**config.mk**
```make
export PLATFORM = sky130hd
export DESIGN_NAME = reciprocal_frequency_meter_unit
export DESIGN_NICKNAME = d
export VERILOG_FILES = /design/src/rtl/rfm_pkg.sv /design/src/rtl/reciprocal_frequency_meter_unit.sv
export SDC_FILE = /design/constraint.sdc
export NUM_CORES = 1
export LEC_CHECK = 0
export BUFFER_PORTS_ARGS = -buffer_cell sky130_fd_sc_hd__buf_2
export CORE_UTILIZATION = 37
export CTS_BUF_LIST = sky130_fd_sc_hd__clkbuf_16
export DETAILED_ROUTE_END_ITERATION = 8
export SYNTH_ARGS = -nofsm -noshare
export SYNTH_HDL_FRONTEND = slang
export SYNTH_SLANG_ARGS = --single-unit
```
**constraint.sdc**
```tcl
create_clock -name clk -period 10.2 [get_ports clk]
set_clock_uncertainty 0.15 [all_clocks]
set_input_delay 1.02 -clock clk [delete_from_list [all_inputs] [get_ports clk]]
set_output_delay 1.02 -clock clk [all_outputs]
set_load 0.1 [all_outputs]
```
**src/rtl/rfm_pkg.sv**
```systemverilog
// Shared types and constants for the reciprocal frequency meter.
// No dependencies; used by reciprocal_frequency_meter_unit.
`timescale 1ns / 1ps
`default_nettype none

package rfm_pkg;

  localparam int unsigned DATA_W = 32;
  localparam int unsigned CNT_W  = $clog2(DATA_W);

  // Capture counter clock after prescaling, value after reset
  localparam logic [DATA_W-1:0] CLK_RATE_RST = 32'd1000000;

  // Rollovers without a capture saturate here; above one forces zero frequency
  localparam logic [1:0] ROLL_MAX    = 2'd2;
  localparam logic [1:0] ROLL_FORCE0 = 2'd2;

  // Event kinds carried on in_tuser
  typedef enum logic {
    REQ_CAPTURE  = 1'b0,
    REQ_ROLLOVER = 1'b1
  } req_type_t;

  typedef enum logic [1:0] {
    ST_IDLE,
    ST_DIV,
    ST_FIN
  } state_t;

endpackage

`default_nettype wire

```
**src/rtl/reciprocal_frequency_meter_unit.sv**
```systemverilog
// Reciprocal frequency meter: capture / rollover events in, frequency words out.
// A capture runs through the divide state (the restoring divider) and then the finish
// state, which loads the output register; a rollover goes straight to the finish state.
// One event is in work at a time; an output stall holds the finish state.
// The restoring divider yields one quotient bit per cycle.
// Reset (rst_n low, synchronous): clock rate back to 1 MHz, state cleared, no output.
`timescale 1ns / 1ps
`default_nettype none

module reciprocal_frequency_meter_unit (
  input  wire logic        clk,
  input  wire logic        rst_n,
  // configuration: clock_rate_hz
  input  wire logic        cfg_we,
  input  wire logic [31:0] cfg_wdata,
  // event channel
  input  wire logic        in_tvalid,
  output logic             in_tready,
  input  wire logic        in_tuser,   // [0] req_type
  input  wire logic [31:0] in_tdata,   // [31:0] capture_value
  // result channel
  output logic             out_tvalid,
  input  wire logic        out_tready,
  output logic [31:0]      out_tdata   // [31:0] frequency
);

  localparam int unsigned W = rfm_pkg::DATA_W;

  rfm_pkg::state_t state_r, state_nxt;

  logic [W-1:0]             clk_rate_r;
  logic [W-1:0]             prev_cap_r, prev_cap_nxt;
  logic [W-1:0]             freq_r, freq_nxt;
  logic [1:0]               roll_cnt_r, roll_cnt_nxt;
  logic [W-1:0]             den_r, den_nxt;
  logic [W-1:0]             quo_r, quo_nxt;
  logic [W-1:0]             rem_r, rem_nxt;
  logic [rfm_pkg::CNT_W-1:0] cnt_r, cnt_nxt;
  logic                     out_valid_r, out_valid_nxt;
  logic [W-1:0]             out_data_r, out_data_nxt;

  logic         in_acc;
  logic         div_step;
  logic         load_out;
  logic         out_free;
  logic [W:0]   trial;
  logic [1:0]   roll_inc;

  assign in_acc   = in_tvalid & in_tready;
  assign out_free = !out_valid_r || out_tready;

  // next state
  always_comb begin
    state_nxt = state_r;
    case (state_r)
      rfm_pkg::ST_IDLE: begin
        if (in_acc) begin
          if (rfm_pkg::req_type_t'(in_tuser) == rfm_pkg::REQ_CAPTURE) begin
            state_nxt = rfm_pkg::ST_DIV;
          end else begin
            state_nxt = rfm_pkg::ST_FIN;
          end
        end
      end
      rfm_pkg::ST_DIV: begin
        if (cnt_r == rfm_pkg::CNT_W'(W - 1)) begin
          state_nxt = rfm_pkg::ST_FIN;
        end
      end
      rfm_pkg::ST_FIN: begin
        if (out_free) begin
          state_nxt = rfm_pkg::ST_IDLE;
        end
      end
      default: state_nxt = rfm_pkg::ST_IDLE;
    endcase
  end

  // sequencer outputs
  always_comb begin
    in_tready = 1'b0;
    div_step  = 1'b0;
    load_out  = 1'b0;
    case (state_r)
      rfm_pkg::ST_IDLE: in_tready = 1'b1;
      rfm_pkg::ST_DIV:  div_step  = 1'b1;
      rfm_pkg::ST_FIN:  load_out  = out_free;
      default: begin
        in_tready = 1'b0;
      end
    endcase
  end

  // one restoring step: shift in the next dividend bit, subtract if it fits
  assign trial    = {rem_r, quo_r[W-1]} - {1'b0, den_r};
  assign roll_inc = (roll_cnt_r < rfm_pkg::ROLL_MAX) ? roll_cnt_r + 2'd1 : roll_cnt_r;

  always_comb begin
    prev_cap_nxt  = prev_cap_r;
    freq_nxt      = freq_r;
    roll_cnt_nxt  = roll_cnt_r;
    den_nxt       = den_r;
    quo_nxt       = quo_r;
    rem_nxt       = rem_r;
    cnt_nxt       = cnt_r;
    out_valid_nxt = out_valid_r;
    out_data_nxt  = out_data_r;

    if (out_valid_r && out_tready) begin
      out_valid_nxt = 1'b0;
    end

    if (in_acc) begin
      if (rfm_pkg::req_type_t'(in_tuser) == rfm_pkg::REQ_CAPTURE) begin
        // wrapped distance is one short of the modular difference
        if (in_tdata > prev_cap_r) begin
          den_nxt = in_tdata - prev_cap_r;
        end else begin
          den_nxt = in_tdata - prev_cap_r - W'(1);
        end
        quo_nxt      = clk_rate_r;
        rem_nxt      = '0;
        cnt_nxt      = '0;
        prev_cap_nxt = in_tdata;
        roll_cnt_nxt = 2'd0;
      end else begin
        roll_cnt_nxt = roll_inc;
        if (roll_inc >= rfm_pkg::ROLL_FORCE0) begin
          freq_nxt = '0;
        end
      end
    end

    if (div_step) begin
      cnt_nxt = cnt_r + rfm_pkg::CNT_W'(1);
      if (!trial[W]) begin
        rem_nxt = trial[W-1:0];
        quo_nxt = {quo_r[W-2:0], 1'b1};
      end else begin
        rem_nxt = {rem_r[W-2:0], quo_r[W-1]};
        quo_nxt = {quo_r[W-2:0], 1'b0};
      end
      if (cnt_r == rfm_pkg::CNT_W'(W - 1)) begin
        freq_nxt = quo_nxt;
      end
    end

    if (load_out) begin
      out_valid_nxt = 1'b1;
      out_data_nxt  = freq_r;
    end
  end

  always_ff @(posedge clk) begin
    if (!rst_n) begin
      state_r     <= rfm_pkg::ST_IDLE;
      clk_rate_r  <= rfm_pkg::CLK_RATE_RST;
      prev_cap_r  <= '0;
      freq_r      <= '0;
      roll_cnt_r  <= 2'd0;
      cnt_r       <= '0;
      out_valid_r <= 1'b0;
    end else begin
      state_r     <= state_nxt;
      prev_cap_r  <= prev_cap_nxt;
      freq_r      <= freq_nxt;
      roll_cnt_r  <= roll_cnt_nxt;
      cnt_r       <= cnt_nxt;
      out_valid_r <= out_valid_nxt;
      if (cfg_we) begin
        clk_rate_r <= cfg_wdata;
      end
    end
  end

  // datapath words, no reset
  always_ff @(posedge clk) begin
    den_r      <= den_nxt;
    quo_r      <= quo_nxt;
    rem_r      <= rem_nxt;
    out_data_r <= out_data_nxt;
  end

  assign out_tvalid = out_valid_r;
  assign out_tdata  = out_data_r;

  a_roll_range: assert property (@(posedge clk) disable iff (!rst_n)
    roll_cnt_r != 2'd3)
    else $error("rollover count out of range");

  a_roll_forces_zero: assert property (@(posedge clk) disable iff (!rst_n)
    (roll_cnt_r == rfm_pkg::ROLL_FORCE0) |-> (freq_r == '0))
    else $error("frequency not zero after repeated rollover");

  a_cnt_idle: assert property (@(posedge clk) disable iff (!rst_n)
    (state_r != rfm_pkg::ST_DIV) |-> (cnt_r == '0))
    else $error("divider step count left nonzero");

  a_out_from_fin: assert property (@(posedge clk) disable iff (!rst_n)
    $rose(out_valid_r) |-> ($past(state_r) == rfm_pkg::ST_FIN))
    else $error("output word raised outside finish state");

endmodule

`default_nettype wire
```
Word level (Yosys, flattened, before mapping)
Cells that the tools add are included.

storage, ports and cells
  register bits after elaboration = 234
  input bits = 70
  word-level logic and storage cells = 66

cells by class
  $add $sub $neg = 5
  magnitude comparators = 3
  equality and inequality tests = 7
  muxes and demuxes = 29
  bitwise logic cells = 2
  reductions and logical operators = 9

operators by type and width
  cell                                                                    count
  32-bit 2-to-1 mux                                                       13
  33-bit by 32-bit subtractor with 33-bit output                          1
  32-bit > comparator                                                     1
  32-bit by 1-bit subtractor with 32-bit output (second input constant)   1
  32-bit subtractor                                                       1
  5-bit 2-to-1 mux                                                        3
  2-bit 2-to-1 mux                                                        6
  1-bit 2-to-1 mux                                                        6
  2-bit != test (second input constant)                                   3
  2-bit case mux with 3 select lines                                      1
  5-bit by 1-bit adder with 5-bit output (second input constant)          1
  5-bit equality test (second input constant)                             1
  2-bit AND reduction                                                     2
  2-bit nonzero test                                                      2
  3-bit AND reduction                                                     1
  2-bit by 1-bit adder with 2-bit output (second input constant)          1
  2-bit by 1-bit equality test with 1-bit output (second input constant)  1
  2-bit equality test (second input constant)                             1
  2-bit greater-or-equal comparator (second input constant)               1
  2-bit logical NOT                                                       1
  2-bit < comparator (second input constant)                              1
  2-bit by 1-bit != test with 1-bit output (second input constant)        1
  1-bit AND                                                               1
  1-bit logical AND                                                       1
  other kinds (3)                                                         3

Longest topological paths before layout
  depth in word-level cells = 8
  mapped depth = 15
  depth with buffers taken out = 14

Worst setup path after synthesis
Ideal clock, no wire load.

  path type = input port to flip-flop
  start = in in_tdata[0]
  end = reg den_r[17] (data pin)
  setup time = 0.262 ns
  data arrival time = 4.293 ns
  required time = 9.788 ns
  slack = 5.495 ns
  stages = 14
  buffers on the path = 1
  path through = inv_1 ha_1 inv_1 fa_1 a21o_1 a221oi_4 a22o_2 o221ai_1 o21a_1 or4_4 or4_4 buf_6 or3_4 xnor2_2

on the way
  longest elaborated chain between the ends = 3

ends and longest elaborated chain
  item                                           line                                                                            source
  from (decl)                                    reciprocal_frequency_meter_unit.sv:20                                           input wire logic [31:0] in_tdata,
  32-bit subtractor                              reciprocal_frequency_meter_unit.sv:117, reciprocal_frequency_meter_unit.sv:119
  32-bit by 1-bit subtractor with 32-bit output  reciprocal_frequency_meter_unit.sv:119                                          den_nxt = in_tdata - prev_cap_r - W'(1);
  32-bit 2-to-1 mux *                            reciprocal_frequency_meter_unit.sv:116                                          if (in_tdata > prev_cap_r) begin
  to (signal assigned)                           reciprocal_frequency_meter_unit.sv:178                                          den_r <= den_nxt;
  to (decl)                                      reciprocal_frequency_meter_unit.sv:35                                           logic [W-1:0] den_r, den_nxt;

Mark *: on every way between the ends. The rest lies on a longest branch, timed or not.
A chain may end at the register's enable or synchronous reset.

Worst setup path in the final report
  start = reg quo_r[31]
  end = reg rem_r[1] (data pin)

on the way
  longest elaborated chain between the ends = 3

ends and longest elaborated chain
  item                                            line                                    source
  from (decl)                                     reciprocal_frequency_meter_unit.sv:36   logic [W-1:0] quo_r, quo_nxt;
  from (signal assigned)                          reciprocal_frequency_meter_unit.sv:179  quo_r <= quo_nxt;
  33-bit by 32-bit subtractor with 33-bit output  reciprocal_frequency_meter_unit.sv:95   assign trial = {rem_r, quo_r[W-1]} - {1'b0, den_r};
  32-bit 2-to-1 mux                               reciprocal_frequency_meter_unit.sv:136  if (!trial[W]) begin
  32-bit 2-to-1 mux                               reciprocal_frequency_meter_unit.sv:134  if (div_step) begin
  to (signal assigned)                            reciprocal_frequency_meter_unit.sv:180  rem_r <= rem_nxt;
  to (decl)                                       reciprocal_frequency_meter_unit.sv:37   logic [W-1:0] rem_r, rem_nxt;

No other way between the ends.

==> summary.txt <==
Register area share after synthesis -> 45.3%
Post-cts gate resize count -> 0
ANT nets after route -> 0
Pin count of the biggest net entering global routing -> 107
Final setup vio count -> 0
Post-synthesis instance total -> 1403
Fillers -> 3401
Final Cycle Share -> 45.6%
Worst Path Arrival -> 4.91 ns
Vias in the first global route -> 9432
Initial antenna violation count -> 0
Synth top area cells -> edfxtp_1, dfxtp_1, ha_1
MaxCap Viol Count -> 0
Die ar. -> 36400 um2
Met3 WL post-DR -> 1.10 mm
Routed wire per std cell -> 14.6 um
H-tree depth -> 1
Worst-skew pair later-pin latency -> 0.56 ns
Die width -> 191 um
Routed Wire Length -> 28.6 mm
Combinational power share -> 22.0%
Max-Slew Margin vs Limit -> 30.3%
DRC -> 0
Max VDD drop -> 117 uV
Area leader, netlist -> edfxtp_1
Layout cells sized above 1 -> 11.7%
Reg power frac -> 42.0%
Tmin final -> 4.65 ns
Final HPWL DP -> 19.4 mm
Site Rows -> 68
# IOs -> 104
Synth Net Count -> 1544
Die height -> 191 um
Initial cell density of the core -> 37.9%
Vias per cell -> 5.08
Yosys top cell area share -> 29.2%
Ant. Diodes -> 0
Yosys cell types -> 72
Fin Setup TNS -> 0 ns
RSZ-0062 raised after global routing -> no
Post-synth EDFFs -> 128
Post-synth top flop -> edfxtp_1
Crit-path max FO -> 36
Total GRT Usage -> 15.6%
Routed wl met2 -> 13.3 mm
Fmax achieved -> 215 MHz
Avg Inst Size Synth -> 9.40 um2
Post-synthesis register bit count -> 234
Area growth, synth to finish -> 13.5%
Sw power -> 770 uW
Hold buffer count at CTS -> 0
Multi-input gate area -> 6670 um2
Synth warn -> 0
Req. time, crit path -> 10.46 ns
Outcome -> complete, no violations
Sw Share -> 29.7%
Slew @ Worst Pin -> 1.05 ns
PortBufs -> 103
Cell-internal power -> 1.82 mW
Clk sinks -> 234
Root buffer cell -> clkbuf_16
Post-synth ARST share -> 0%
Synthesized area -> 13200 um2
Clk pwr share -> 36.0%
Most common cell after layout, fill and taps aside -> nand2_1
TritonCTS clock tree -> yes
Global-route wire length before repair -> 47.0 mm
Most frequent cells in the layout -> nand2_1, edfxtp_1, dfxtp_1
Top Layer Used -> met4
Met1 wire length -> 13.8 mm
Setup crit start kind -> flop
Critical path endpoint category -> flop
PwrDens -> 173 nW/um2
Routed via count -> 9939
Routability cong. -> 0.840
Clock Path Buffers -> 3
Reg area -> 5970 um2
Nets -> 1621
HP Class -> reg2reg
Static Leak -> 5.93 nW
Setup Buffers After CTS -> 0
Floorplan core area -> 34800 um2
Clock-pin transition on the worst setup and hold timing paths -> 0.06 ns
Final Util -> 43.0%
R2R Setup Slk -> 5.55 ns
CTS buffer count -> 27
Setup CP Type -> reg2reg
Fin. Hold Viols -> 0
First-pass DRT Iterations -> 5
Final Slew Violations -> 0
Grt ovf -> 0
Iteration-0 DRC Markers -> 506
==> critical path, cell delays in order, from the launching register on <==
cell and delay (ns):
edfxtp_1 0.45, inv_1 0.09, ha_1 0.17, fa_1 0.21, nor2b_1 0.06, o31a_1 0.28, o311ai_1 0.58, o211ai_1 0.24
a21oi_1 0.32, o31ai_1 0.21, o41ai_1 0.48, xnor2_2 0.21, buf_4 0.54, mux2_2 0.40, nor2_1 0.09
==> cell type report <==
| cell class | instances | share of cell area, % |
|---|---|---|
| timing repair buffer | 113 | 3.95 |
| multi-input combinational | 1021 | 44.6 |
| clock inverter | 23 | 1.22 |
| inverter | 83 | 2.08 |
| clock buffer | 27 | 4.52 |
| tap | 455 | 3.80 |
| sequential | 234 | 39.9 |
==> metal layers <==
| metal | vias up | global-route usage, % |
|---|---|---|
| met5 | - | 0 |
| met4 | 0 | 4.49 |
| met3 | 37 | 2.19 |
| met2 | 207 | 25.5 |
| met1 | 4602 | 21.4 |
| li1 | 5093 | - |
==> sequential cells by signal, indices dropped and copies added (netlist names) <==
register and cells:
clk_rate_r 32, cnt_r 5, den_r 32, freq_r 32, out_tdata 32, out_tvalid 1, prev_cap_r 32, quo_r 32
rem_r 32, roll_cnt_r 2, state_r 2
==> stage by stage <==
step           hold WS, ns  setup slack, ns  cell area [um2]  instances  total power, mW
2_1_floorplan        0.259             5.49            13200       1403             1.55
3_3_place_gp         0.264             5.22            14100       1906             1.67
3_5_place_dp         0.269             5.11            14100       1906             1.68
4_1_cts              0.284             5.49            15000       1956             2.62
5_1_grt              0.294             5.29            15000       1956             2.73
6_report             0.284             5.55            15000       1956             2.59
==> power groups by stage <==
| stage | registers [mW] | clock network (mW) | logic [mW] |
|---|---|---|---|
| after floorplan | 1.13 | 0 | 0.426 |
| after global placement | 1.11 | 0 | 0.562 |
| after detailed placement | 1.11 | 0 | 0.569 |
| after CTS | 1.09 | 0.963 | 0.572 |
| after global routing | 1.10 | 1.00 | 0.635 |
| final | 1.09 | 0.933 | 0.571 |
==> synth_stat cells, types with 33 or more instances <==
cell      count
dfxtp_1     106
xnor2_1      48
nor2_1       97
mux2i_1      58
a22oi_1      33
ha_1         69
a21boi_0     38
o21ai_0      46
clkbuf_1     52
nand2_1     226
nor2b_1      65
a21oi_1      67
edfxtp_1    128
inv_1        82
==> cells by family after synthesis <==
kind of cell,synth area share (%)
AO/OA/AOI/OAI,15.1
XOR/XNOR,5.49
adder cells (fa/ha/maj),6.85
buffers and inverters,4.36
flip-flops,45.3
multiplexers,4.49
AND/OR/NAND/NOR,18.4
==> final timing paths <==
path / startpoint / to / cells past startpoint
max: quo_r[31]$_DFFE_PP_ / rem_r[1]$_SDFFCE_PN0P_ / 14
min: freq_r[4]$_SDFF_PN0_ / out_tdata[4]$_DFFE_PP_ / 0
max reg2reg: quo_r[31]$_DFFE_PP_ / rem_r[1]$_SDFFCE_PN0P_ / 14
min reg2reg: freq_r[4]$_SDFF_PN0_ / out_tdata[4]$_DFFE_PP_ / 0
Power figures use the tool's default switching activity.
